$ cat src/rtl/core/spq_pkg.sv
`default_nettype none

package spq_pkg;

    localparam int DATA_W = 8;
    localparam int PRIO_W = 3;
    localparam int OCC_W  = 7;

    localparam logic CMD_ENQ = 1'b0;
    localparam logic CMD_DEQ = 1'b1;

    typedef enum logic [1:0] {
        ST_DONE  = 2'd0,
        ST_FULL  = 2'd1,
        ST_EMPTY = 2'd2
    } status_t;

    // contents of one cell as seen by its neighbors
    typedef struct packed {
        logic              valid;
        logic [PRIO_W-1:0] prio;
        logic [DATA_W-1:0] data;
    } entry_t;

    // operation broadcast to every cell in the chain
    typedef struct packed {
        logic              enq;
        logic              deq;
        logic [PRIO_W-1:0] prio;
        logic [DATA_W-1:0] data;
    } cell_cmd_t;

endpackage

`default_nettype wire

$ cat src/rtl/core/spq_cell.sv
`default_nettype none

module spq_cell
    import spq_pkg::*;
(
    input  wire logic      clk,
    input  wire logic      rst_n,
    input  wire cell_cmd_t cmd,
    input  wire entry_t    left,
    input  wire entry_t    right,
    output entry_t         cur
);

    logic              valid_reg;
    logic              valid_next;
    logic [PRIO_W-1:0] prio_reg;
    logic [PRIO_W-1:0] prio_next;
    logic [DATA_W-1:0] data_reg;
    logic [DATA_W-1:0] data_next;

    logic left_disp;
    logic take_new;

    // left neighbor is pushed back by the new entry
    assign left_disp = left.valid && (left.prio < cmd.prio);
    // new entry lands here: left stays, this slot is free or lower
    assign take_new  = left.valid && (left.prio >= cmd.prio)
                       && (!valid_reg || (prio_reg < cmd.prio));

    always_comb
    begin
        valid_next = valid_reg;
        prio_next  = prio_reg;
        data_next  = data_reg;
        if (cmd.deq)
        begin
            valid_next = right.valid;
            prio_next  = right.prio;
            data_next  = right.data;
        end
        else if (cmd.enq)
        begin
            if (left_disp)
            begin
                valid_next = 1'b1;
                prio_next  = left.prio;
                data_next  = left.data;
            end
            else if (take_new)
            begin
                valid_next = 1'b1;
                prio_next  = cmd.prio;
                data_next  = cmd.data;
            end
        end
    end

    always_ff @(posedge clk or negedge rst_n)
    begin
        if (!rst_n)
        begin
            valid_reg <= 1'b0;
        end
        else
        begin
            valid_reg <= valid_next;
        end
    end

    always_ff @(posedge clk)
    begin
        prio_reg <= prio_next;
        data_reg <= data_next;
    end

    assign cur = '{valid: valid_reg, prio: prio_reg, data: data_reg};

endmodule

`default_nettype wire

$ cat config.mk
export PLATFORM = sky130hd
export DESIGN_NAME = spq_cell
export DESIGN_NICKNAME = d
export VERILOG_FILES = /design/src/rtl/core/spq_pkg.sv /design/src/rtl/core/spq_cell.sv
export SDC_FILE = /design/constraint.sdc
export NUM_CORES = 1
export LEC_CHECK = 0
export BUFFER_PORTS_ARGS = -buffer_cell sky130_fd_sc_hd__buf_2
export CORE_MARGIN = 5
export CORE_UTILIZATION = 32
export CTS_BUF_LIST = sky130_fd_sc_hd__clkbuf_4 sky130_fd_sc_hd__clkbuf_8
export DETAILED_ROUTE_END_ITERATION = 10
export GPL_TIMING_DRIVEN = 0
export HOLD_SLACK_MARGIN = 0.06
export SYNTH_ARGS = -nofsm -noshare
export SYNTH_HDL_FRONTEND = slang
export SYNTH_SLANG_ARGS = --single-unit
$ cat constraint.sdc
create_clock -name clk -period 2.9 [get_ports clk]
set_input_delay 0.725 -clock clk [delete_from_list [all_inputs] [get_ports clk]]
set_output_delay 0.725 -clock clk [all_outputs]
set_load 0.05 [all_outputs]
Word level (Yosys, flattened, before mapping)
Index checks and enable logic that the tools add are counted.
Operators by class
  $lt $le $gt $ge: 3
  muxes and demuxes: 12
  reduce and logical (&&, ||, !) cells: 8
Operators by type and width (count)
  $mux W8: 4
  $mux W3: 4
  $lt A3 B3 Y1: 2
  $mux W1: 4
  $ge A3 B3 Y1: 1
  $logic_and A1 B1 Y1: 3
  $reduce_bool A3 Y1: 1
  $reduce_and A2 Y1: 1
  $reduce_bool A2 Y1: 1
  $logic_not A1 Y1: 1
  $logic_or A1 B1 Y1: 1
Storage, ports and cells
  input bits: 39
  output and inout port bits: 12
  register bits after elaboration: 12

Longest topological paths before layout
Gate-level depths: netlist of the first run.
  depth after elaboration: 7
  gate-level depth with buffers: 6

Least setup slack after synthesis of the first run
Ideal clock, no wire load.
  path type: input -> register
  start: input port cmd[10] (netlist bit)
  end: register data_reg[0], enable pin
  arrival time: 2.223 ns
  stages: 6
  buffers on the path: 1
  data required time: 2.514 ns
  setup slack: 0.291 ns
  cell sequence: inv_1 ha_1 a21oi_2 buf_2 nand2_1 a41oi_1
Between the ends
  longest elaborated chain between the ends: 5
Ends and longest elaborated chain
  start, declared: line spq_cell.sv:8  | input wire cell_cmd_t cmd,
  $ge A3 B3 Y1 / $lt A3 B3 Y1 (equally long branches): line spq_cell.sv:27, spq_cell.sv:28
  $logic_and A1 B1 Y1 / $logic_or A1 B1 Y1 (equally long branches): line spq_cell.sv:27, spq_cell.sv:28
  $logic_and A1 B1 Y1: line spq_cell.sv:28  | && (!valid_reg || (prio_reg < cmd.prio));
  $reduce_bool A3 Y1 (no source line) (*)
  $reduce_and A2 Y1 (no source line) (*)
  end signal, assigned: line spq_cell.sv:73  | data_reg <= data_next;
  end, declared: line spq_cell.sv:18  | logic [DATA_W-1:0] data_reg;
Mark *: on every way between the ends. The rest lies on a longest branch, timed or not.
A chain may end at the register's enable or synchronous reset.

Worst setup path in the final report of the first run
  start: input port cmd[10] (netlist bit)
  end: register prio_reg[2], enable pin
Between the ends
  longest elaborated chain between the ends: 5
Ends and longest elaborated chain
  $ge A3 B3 Y1 / $lt A3 B3 Y1 (equally long branches): line spq_cell.sv:27, spq_cell.sv:28
  $logic_and A1 B1 Y1 / $logic_or A1 B1 Y1 (equally long branches): line spq_cell.sv:27, spq_cell.sv:28
  $logic_and A1 B1 Y1: line spq_cell.sv:28
  $reduce_bool A3 Y1 (no source line) (*)
  $reduce_and A2 Y1 (no source line) (*)
  end signal, assigned: line spq_cell.sv:72  | prio_reg <= prio_next;
  end, declared: line spq_cell.sv:16  | logic [PRIO_W-1:0] prio_reg;
Marks and branches as above.

==> results of run 1 <==
==> layout make-up <==
class	count	area share, %
multi-input combinational	52	36.9
sequential	12	30.5
timing repair buffer	50	21.5
buffer	9	3.98
tap	30	3.23
clock buffer	3	1.94
inverter	5	1.61
clock inverter	1	0.323
==> power by group through the flow <==
stage	combinational, W	sequential (W)	clock [W]
6_report	0.000204	0.000218	0.000108
5_1_grt	0.000223	0.000221	0.000121
4_1_cts	0.000206	0.000219	0.000112
3_5_place_dp	0.000204	0.000223	0
3_3_place_gp	0.000202	0.000222	0
2_1_floorplan	0.0000806	0.000281	0
==> cell families (layout without fill, tap and decap cells) <==
kind of cell / count (synthesis) / in the layout
adders and majority gates: 5 / 5
and+or+nand+nor: 6 / 6
buffers and inverters: 14 / 68
AOI/OAI and AO/OA: 41 / 41
DFF: 12 / 12
==> routing by layer <==
metal	part of all wire [%]	routed length, µm	up-vias
met2	52	1340	27
met5	0	0	-
li1	-	-	434
met4	2.1	55	0
met3	5.1	131	6
met1	41	1040	421
==> final timing paths <==
check	end	start
worst max-delay path	prio_reg[2]	cmd[10]
max in group asynchronous	valid_reg	rst_n
worst min-delay path	valid_reg	rst_n
worst min register to register	valid_reg	valid_reg
min in group clk	valid_reg	valid_reg
worst max register to register	prio_reg[2]	prio_reg[2]
==> synthesized netlist by cell type <==
master     instances
a41oi_1           12
a2bb2oi_1         11
edfxtp_1          11
o31ai_1           11
ha_1               5
inv_1              5
buf_2              4
a21oi_1            3
clkbuf_1           3
nand2_1            3
buf_4              2
o21ai_0            2
a21o_1             1
a21oi_2            1
and3b_1            1
dfrtp_1            1
nand3b_1           1
nor2b_1            1
==> per-stage QoR <==
step	setup TNS, ns	hold WS, ns	area, µm²
floorplan	0	0.429	842
global placement	-2.50	0.500	1130
detailed placement	-3.07	0.502	1130
CTS	0	0.197	1160
global route	0	0.188	1160
finish	0	0.205	1160
==> critical path: cells and delay by family <==
family | cells | cell delay [ns]
compound gates | 2 | 0.77
fa+ha+maj | 1 | 0.34
buf+inv | 3 | 0.39
simple gates | 1 | 0.09
==> timing repair <==
action / 4_1_cts / 5_1_grt
hold buffers: 0 / 0
buffers inserted: 0 / 0
setup endpoints to repair: 7 / 0
gates resized for setup: 1 / 0
==> summary.md, run 1 <==
| Metric | Value |
|---|---|
| Fillers | 247 |
| Run status | complete, no violations |
| Site row count | 18 |
| Max Clk Rate | 415 MHz |
| NetSw | 0.000199 W |
| Die H | 61.3 µm |
| Layout area overhead | 38.2% |
| Final critical-path share of the clock period | 83.2% |
| Met3 Resource Use GR | 3.77% |
| Leak pwr | 0.539 nW |
| Most frequent cells in the layout | 54 x buf_2, 11 x o31ai_1, 11 x a41oi_1, 11 x a2bb2oi_1, 11 x edfxtp_1 |
| Global routing's busiest layer | met2 |
| Crit Path Max Fanout | 11 |
| CP Class | primary input to flop |
| Gate power share | 38.5% |
| Max FFs per register | 8 |
| Cell internal pwr | 0.000332 W |
| Worst path most repeated cell | buf_2 |
| Area occupied by multi-input gates | 429 µm² |
| Placed insts | 158 |
| Max-cap viol count | 0 |
| Boundary Pins | 51 |
| Synth Register Bits | 12 |
| Crit. End Element | flop |
| CTS tree | done |
| XOR/XNOR Fraction of Synth Area | 0% |
| Die area | 3760 µm² |
| Sw Share | 37.5% |
| Crit-path cells | buf_2 -> inv_1 -> ha_1 -> a21oi_2 -> buf_2 -> nand2_1 -> a41oi_2 |
| Bufs on Longest Clock Path | 2 |
| Placement Setup Slack | -0.280 ns |
| Final setup margin | 0.488 ns |
| Routed len/inst | 15.9 µm |
| CTS Root Cell | clkbuf_4 |
| Post-synth cell types | 18 |
| Initial antenna violation count | 0 |
| Met2 usage | 24.0% |
| Synthesized area | 842 µm² |
| Total number of yosys warnings | 0 |
| Max-slew headroom at the worst pin | 54.7% |
| Clock latency on the worst-skew pair | 0.28 ns |
| Most common cell after layout, fill and taps aside | buf_2 |
| Slowest CP cell | a41oi_2 |
| Post-synthesis compound-gate area fraction | 38.6% |
| Largest family of logic cells by synthesized area | compound AO/OA/AOI/OAI gates |
| Hold violation count in the final report | 0 |
| Total GRT Usage | 15.1% |
| Worst min path class | primary input to asynchronous set/reset pin |
| Setup-violating endpoint count in the final report | 0 |
| Adder-cell share of the synthesized area | 7.43% |
| Clock Power Share | 20.3% |
| Unrepaired setup endpoints after global routing | no |
| Cells on worst reg2reg path | 4 |
| 1st-pass router iterations | 4 |
| Top area cells in the synthesized netlist | edfxtp_1 39%, a41oi_1 12%, a2bb2oi_1 11% |
| Via count | 888 |
| RePlAce Congestion | 0.787 |
| Syn_nets | 122 |
| Worst ir drop on vdd | 0.000269 V |
| Gr ovfl total | 0 |
| Post-route ant nets | 0 |
| Register area share after synthesis | 42.2% |
| Total power | 0.000530 W |
| Met1 usage | 19.4% |
| Die W | 61.3 µm |
| Vias/cell | 5.48 |
| Pwr/cell area | 456 nW/µm² |
| Register area | 355 µm² |
| Number of DRC markers in iteration 0 | 14 |
| Port buffer count | 50 |
| Layout net count | 177 |
| Max Slew Vio Count | 0 |
| Setup Skew | 0.00193 ns |
| Yosys top cell by area | edfxtp_1 |
| First-pass GRT wire length | 4.10 mm |
| Simple-gate share of the synthesized area | 4.01% |
| Largest stage delay, worst path | 0.58 ns |
| Min cycle time layout | 2.41 ns |
| Wirelength, routed | 2.58 mm |
| Hpwl dp | 2.08 mm |
| Startpoint Class | primary input |
| Share of the synthesized area in the top cell type | 39.2% |
| Syn Inst Count | 78 |
| Final cell count without fillers | 162 |
| Slew at the pin closest to its max-slew limit | 0.679 ns |
| Number of global-route vias before repair | 892 |
| Drc violations | 0 |
| Mux cell area share after synthesis | 0% |
| CTS Sinks | 12 |
| FF-to-FF setup slack | 0.89 ns |
| WP data required | 2.82 ns |
| Starting Density | 33.7% |
| Share of cells above drive strength 1 | 46.2% |
| Sequential Power Share | 41.2% |
| Inserted Clock Buffers | 3 |
| Worst path arrival time | 2.33 ns |
| Ant diodes | 0 |
| Clock slew at reported path FFs | 0.08 ns |
| Largest net degree at the start of global routing | 12 |
| H-tree Lvls | 1 |
| Post-synthesis average cell area | 10.8 µm² |
| Fin util | 46.5% |
| Area of the core | 2500 µm² |
Note: power is estimated with default switching activity, not from simulation.
==> run 2: changes to the inputs <==
==> constraint.sdc (replaced) <==
create_clock -name clk -period 2.2 [get_ports clk]
set_input_delay 0.55 -clock clk [delete_from_list [all_inputs] [get_ports clk]]
set_output_delay 0.55 -clock clk [all_outputs]
set_load 0.05 [all_outputs]
==> run 2 against run 1 <==
Register-to-register slack worse by 0.54 ns. Wire length hardly changed. Count of clock-buffer cells in the layout unchanged. Final cell count rose by 0.62%. Total power rose by 32%. Global-route usage fell by 1.6 points. Sequential share of layout area down 0.55 points. Critical path depth unchanged. Critical path type unchanged. Critical endpoint is now data_reg[5]. Largest cell class unchanged. Largest power group unchanged.
==> summary.md, run 2 (synthesized netlist as in run 1, its figures left out) <==
| Metric | Value |
|---|---|
| Placement Setup Slack | -0.348 ns (was -0.280 ns) |
| Hold slack | 0.492 ns (was 0.205 ns) |
| Max-slew headroom at the worst pin | 63.6% (was 54.7%) |
| Hold violation count in the final report | 0 (unchanged) |
| Gr ovfl total | 0 (unchanged) |
| Starting Density | 33.7% (unchanged) |
| Port buffer count | 50 (unchanged) |
| Run status | complete, no violations (unchanged) |
| Wirelength, routed | 2.57 mm (was 2.58 mm) |
| Die H | 61.3 µm (unchanged) |
| Worst min path class | primary input to flop (was primary input to asynchronous set/reset pin) |
| Routed len/inst | 15.8 µm (was 15.9 µm) |
| Site row count | 18 (unchanged) |
| Most frequent cells in the layout | 54 x buf_2, 11 x o31ai_1, 11 x a41oi_1, 11 x a2bb2oi_1, 11 x edfxtp_1 (unchanged) |
| Max-cap viol count | 0 (unchanged) |
| Placed insts | 158 (unchanged) |
| Slew at the pin closest to its max-slew limit | 0.546 ns (was 0.679 ns) |
| Number of global-route vias before repair | 907 (was 892) |
| Layout net count | 178 (was 177) |
| First-pass GRT wire length | 3.80 mm (was 4.10 mm) |
| Total GRT Usage | 13.5% (was 15.1%) |
| Via count | 907 (was 888) |
| Die area | 3760 µm² (unchanged) |
| Fin util | 47.4% (was 46.5%) |
| Initial antenna violation count | 0 (unchanged) |
| CTS Sinks | 12 (unchanged) |
| Max Slew Vio Count | 0 (unchanged) |
| Die W | 61.3 µm (unchanged) |
| Ant diodes | 0 (unchanged) |
| CTS tree | done (unchanged) |
| Most common cell after layout, fill and taps aside | buf_2 (unchanged) |
| Startpoint Class | primary input (unchanged) |
| RePlAce Congestion | 0.895 (was 0.787) |
| Boundary Pins | 51 (unchanged) |
| Min cycle time layout | 2.16 ns |
| H-tree Lvls | 1 (unchanged) |
| Worst ir drop on vdd | 0.000435 V (was 0.000269 V) |
| Layout area overhead | 40.7% (was 38.2%) |
| Final setup margin | 0.0385 ns (was 0.488 ns) |
| Setup-violating endpoint count in the final report | 0 (unchanged) |
| Post-CTS setup buffer count | 0 (unchanged) |
| Clock slew at reported path FFs | 0.07 ns (was 0.08 ns) |
| Area of the core | 2500 µm² (unchanged) |
| Bufs on Longest Clock Path | 2 (unchanged) |
| Share of cells above drive strength 1 | 45.9% (was 46.2%) |
| Final critical-path share of the clock period | 98.2% |
| Inserted Clock Buffers | 3 (unchanged) |
| Vias/cell | 5.56 (was 5.48) |
| CTS Root Cell | clkbuf_4 (unchanged) |
| Pwr/cell area | 592 nW/µm² (was 456 nW/µm²) |
| 1st-pass router iterations | 5 (was 4) |
| Largest net degree at the start of global routing | 12 (unchanged) |
| Worst path arrival time | 2.08 ns (was 2.33 ns) |
| Final cell count without fillers | 163 (was 162) |
| Max FFs per register | 8 (unchanged) |
| Setup Skew | 0.00263 ns (was 0.00193 ns) |
| Crit. End Element | flop (unchanged) |
| WP data required | 2.12 ns (was 2.82 ns) |
| Hpwl dp | 2.01 mm (was 2.08 mm) |
| Crit Path Max Fanout | 11 (unchanged) |
| Max Clk Rate | 463 MHz |
| CP Class | primary input to flop (unchanged) |
| Unrepaired setup endpoints after global routing | no (unchanged) |
| Clock latency on the worst-skew pair | 0.27 ns (was 0.28 ns) |
| Number of DRC markers in iteration 0 | 28 (was 14) |
| Fillers | 245 (was 247) |
| Drc violations | 0 (unchanged) |
| Leak pwr | 0.544 nW (was 0.539 nW) |
| Post-route ant nets | 0 (unchanged) |
[run 2: cell count changes in the layout (fill, tap and decap cells not counted)]
cell	change
a41oi_2	-1
a41oi_4	+1
dlygate4sd3_1	+1
[run 2: area by class of cell]
| cell class | count | area (µm²) | area share [%] |
|---|---|---|---|
| Clock inverter | 1 | 3.75 | 0.317 |
| Clock buffer | 3 | 22.5 | 1.90 |
| Multi-Input combinational cell | 52 | 440 | 37.2 |
| Timing Repair Buffer | 51 | 260 | 22.0 |
| Buffer | 9 | 46.3 | 3.91 |
| Sequential cell | 12 | 355 | 30.0 |
| Inverter | 5 | 18.8 | 1.58 |
| Tap cell | 30 | 37.5 | 3.17 |
[run 2: per-layer routing]
layer | routed length (µm) | part of all wire (%) | global-route usage [%]
met5 | 0 | 0 | 0
met1 | 1010 | 39 | 16.6
met3 | 223 | 8.7 | 3.77
met2 | 1340 | 52 | 23.6
met4 | 0 | 0 | 2.79
[run 2: final timing paths]
kind | from | endpoint | slack [ns] | cells past startpoint
worst max-delay path | cmd[10] | data_reg[5] | 0.04 | 7
worst max register to register | prio_reg[2] | data_reg[5] | 0.35 | 4
worst min register to register | valid_reg | valid_reg | 0.64 | 2
max in group asynchronous | rst_n | valid_reg | 1.53 | 2
min in group asynchronous | rst_n | valid_reg | 0.59 | 2
worst min-delay path | right[11] | valid_reg | 0.49 | 3
[run 2: timing repair]
item	4_1_cts	5_1_grt
hold buffers	1	0
endpoints found under the setup margin	11	0
gates resized for setup	1	0
hold endpoints to repair	1	0
[run 2: per-stage QoR]
stage / instance area (µm²) / TNS (ns) / power [W]
4_1_cts: 1180 / 0 / 0.000707
3_5_place_dp: 1140 / -3.82 / 0.000563
3_3_place_gp: 1140 / -3.50 / 0.000560
6_report: 1180 / 0 / 0.000702
2_1_floorplan: 850 / 0 / 0.000479
5_1_grt: 1180 / 0 / 0.000744
[run 2: where the power goes]
part,switching (W),internal [W]
registers,0.00000947,0.000280
clock network,0.0000731,0.0000656
logic,0.000180,0.0000940
total,0.000262,0.000439
[run 2: worst max-delay path: stages]
cell     delay, ns
buf_2         0.09
inv_1         0.06
ha_1          0.34
a21oi_2       0.18
buf_2         0.25
nand2_1       0.12
a41oi_4       0.47
==> run 3: changes to the inputs <==
--- a/config.mk
+++ b/config.mk
@@ -6,12 +6,16 @@
 export NUM_CORES = 1
 export LEC_CHECK = 0
 export BUFFER_PORTS_ARGS = -buffer_cell sky130_fd_sc_hd__buf_2
+export CELL_PAD_IN_SITES_DETAIL_PLACEMENT = 1
+export CELL_PAD_IN_SITES_GLOBAL_PLACEMENT = 2
+export CORE_ASPECT_RATIO = 1.1
 export CORE_MARGIN = 5
-export CORE_UTILIZATION = 32
+export CORE_UTILIZATION = 22
 export CTS_BUF_LIST = sky130_fd_sc_hd__clkbuf_4 sky130_fd_sc_hd__clkbuf_8
 export DETAILED_ROUTE_END_ITERATION = 10
 export GPL_TIMING_DRIVEN = 0
 export HOLD_SLACK_MARGIN = 0.06
+export PLACE_DENSITY_LB_ADDON = 0.1
 export SYNTH_ARGS = -nofsm -noshare
 export SYNTH_HDL_FRONTEND = slang
 export SYNTH_SLANG_ARGS = --single-unit
==> run 3 against run 2 <==
Register-to-register slack improved by 0.03 ns. Count of clock-buffer cells in the layout rose by 1. Die area rose by 37%. Non-clock buffer count did not move. Flip-flop and latch count did not move. Critical path depth rose by 1. Sequential share of layout area fell by 1.4 points. Wire length rose by 20%. Critical endpoint is now prio_reg[1]. Largest cell class unchanged.
==> summary.md, run 3 (synthesized netlist as in run 1, its figures left out) <==
| Metric | Value |
|---|---|
| Worst ir drop on vdd | 0.000172 V (was 0.000435 V) |
| Initial antenna violation count | 0 (unchanged) |
| Max Clk Rate | 484 MHz (was 463 MHz) |
| Max FFs per register | 8 (unchanged) |
| Setup TNS | 0 ns (unchanged) |
| First-pass GRT wire length | 4.56 mm (was 3.80 mm) |
| Routed len/inst | 16.9 µm (was 15.8 µm) |
| Clock slew at reported path FFs | 0.06 ns (was 0.07 ns) |
| Site row count | 23 (was 18) |
| Worst path arrival time | 2.02 ns (was 2.08 ns) |
| Gr ovfl total | 0 (unchanged) |
| Worst path most repeated cell | buf_2 (unchanged) |
| Max-slew headroom at the worst pin | 62.3% (was 63.6%) |
| Number of DRC markers in iteration 0 | 20 (was 28) |
| Crit-path cells | buf_2 -> inv_1 -> ha_1 -> a21oi_2 -> buf_2 -> nand2_1 -> a41oi_4 -> buf_12 (was buf_2 -> inv_1 -> ha_1 -> a21oi_2 -> buf_2 -> nand2_1 -> a41oi_4) |
| Ant diodes | 0 (unchanged) |
| Global routing's busiest layer | met2 (unchanged) |
| Post-route ant nets | 0 (unchanged) |
| Number of global-route vias before repair | 955 (was 907) |
| Hold slack | 0.0666 ns (was 0.492 ns) |
| Worst min path class | primary input to asynchronous set/reset pin (was primary input to flop) |
| Crit. End Element | flop (unchanged) |
| Clock latency on the worst-skew pair | 0.24 ns (was 0.27 ns) |
| Largest stage delay, worst path | 0.35 ns (was 0.47 ns) |
| Total GRT Usage | 12.0% (was 13.5%) |
| Final critical-path share of the clock period | 93.8% (was 98.2%) |
| CP Class | primary input to flop (unchanged) |
| Min cycle time layout | 2.06 ns (was 2.16 ns) |
| CTS Sinks | 12 (unchanged) |
| Fillers | 466 (was 245) |
| Largest net degree at the start of global routing | 12 (unchanged) |
| Run status | complete, no violations (unchanged) |
| Starting Density | 22.9% (was 33.7%) |
| Via count | 897 (was 907) |
| Fin util | 33.7% (was 47.4%) |
| Wirelength, routed | 3.09 mm (was 2.57 mm) |
| CTS tree | done (unchanged) |
| Slew at the pin closest to its max-slew limit | 0.565 ns (was 0.546 ns) |
| Bufs on Longest Clock Path | 2 (unchanged) |
| Most common cell after layout, fill and taps aside | buf_2 (unchanged) |
| Met2 usage | 20.1% (was 23.6%) |
| Boundary Pins | 51 (unchanged) |
| Crit Path Max Fanout | 11 (unchanged) |
| Leak pwr | 0.560 nW (was 0.544 nW) |
| Inserted Clock Buffers | 3 (unchanged) |
| Most frequent cells in the layout | 54 x buf_2, 11 x o31ai_1, 11 x a41oi_1, 11 x a2bb2oi_1, 11 x edfxtp_1 (unchanged) |
| Slowest CP cell | ha_1 (was a41oi_4) |
| Drc violations | 0 (unchanged) |
| Met1 usage | 15.4% (was 16.6%) |
| Pwr/cell area | 651 nW/µm² (was 592 nW/µm²) |
| Max-cap viol count | 0 (unchanged) |
| Hpwl dp | 2.41 mm (was 2.01 mm) |
| Unrepaired setup endpoints after global routing | no (unchanged) |
| Die W | 69.0 µm (was 61.3 µm) |
| Port buffer count | 50 (unchanged) |
| Max Slew Vio Count | 0 (unchanged) |
| Setup-violating endpoint count in the final report | 0 (unchanged) |
| RePlAce Congestion | 0.720 (was 0.895) |
| 1st-pass router iterations | 2 (was 5) |
| WP data required | 2.16 ns (was 2.12 ns) |
| Die H | 74.9 µm (was 61.3 µm) |
| Vias/cell | 4.90 (was 5.56) |
| Layout area overhead | 47.5% (was 40.7%) |
| CTS Root Cell | clkbuf_8 (was clkbuf_4) |
| Die area | 5170 µm² (was 3760 µm²) |
| Met3 Resource Use GR | 1.79% (was 3.77%) |
| Hold violation count in the final report | 0 (unchanged) |
| Area of the core | 3680 µm² (was 2500 µm²) |
| H-tree Lvls | 1 (unchanged) |
| Share of cells above drive strength 1 | 47.4% (was 45.9%) |
| Layout net count | 178 (unchanged) |
| Setup Skew | 0.00138 ns (was 0.00263 ns) |
| Startpoint Class | primary input (unchanged) |
==> run 3: changes by cell type in the layout (fill, tap and decap cells not counted) <==
cell	previous run	this run
buf_12	0	1
clkbuf_4	3	1
clkbuf_8	0	3
clkinv_1	1	0
dlygate4sd3_1	1	0
==> run 3: report_power, final <==
part	switching, W	total [W]	internal, W
clock network	0.0000933	0.000234	0.000140
logic	0.000187	0.000286	0.0000991
registers	0.00000859	0.000289	0.000280
total	0.000289	0.000808	0.000520
==> run 3: path summary, 6_finish.rpt <==
kind,to,from,cells past startpoint,slack [ns]
worst max register to register,prio_reg[1],prio_reg[2],5,0.38
worst max-delay path,prio_reg[1],cmd[10],8,0.14
worst min-delay path,valid_reg,rst_n,1,0.07
worst min register to register,valid_reg,valid_reg,2,0.66
min in group clk,valid_reg,right[11],3,0.53
max in group asynchronous,valid_reg,rst_n,1,2.05
==> run 3: worst max-delay path: cells and delay by family <==
kind	cells	cell delay (ns)
adder cells (fa/ha/maj)	1	0.35
buffers and inverters	4	0.57
AO/OA/AOI/OAI	2	0.43
AND/OR/NAND/NOR	1	0.12
==> run 3: layout make-up <==
| type | count | area [µm²] | share of cell area, % |
|---|---|---|---|
| multi-input cells | 52 | 440 | 35.4 |
| flip-flops and latches | 12 | 355 | 28.6 |
| repair buffers | 51 | 270 | 21.8 |
| well taps | 50 | 62.6 | 5.04 |
| clock buffers | 4 | 48.8 | 3.93 |
| plain buffers | 9 | 46.3 | 3.73 |
| inverters | 5 | 18.8 | 1.51 |
==> run 3: routing by layer <==
metal	vias up	wire, µm
li1	440	-
met1	419	1390
met2	32	1450
met3	6	211
met4	0	41
met5	-	0
==> run 3: what timing repair did <==
| action | in CTS | in global routing |
|---|---|---|
| hold buffers | 0 | 0 |
| endpoints found under the setup margin | 11 | 11 |
| buffers inserted | 0 | 1 |
| hold endpoints to repair | 0 | 0 |
| gates resized for setup | 1 | 0 |
| pin swaps | 1 | 1 |
==> run 3: per-stage QoR <==
stage / total power, W / instance area (µm²) / std cells / setup WS [ns]
final: 0.000808 / 1240 / 183 / 0.136
after global routing: 0.000849 / 1240 / 183 / 0.0857
after CTS: 0.000812 / 1220 / 182 / 0.00887
after detailed placement: 0.000570 / 1160 / 178 / -0.432
after global placement: 0.000566 / 1160 / 178 / -0.394
after floorplan: 0.000479 / 850 / 78 / 0.0440
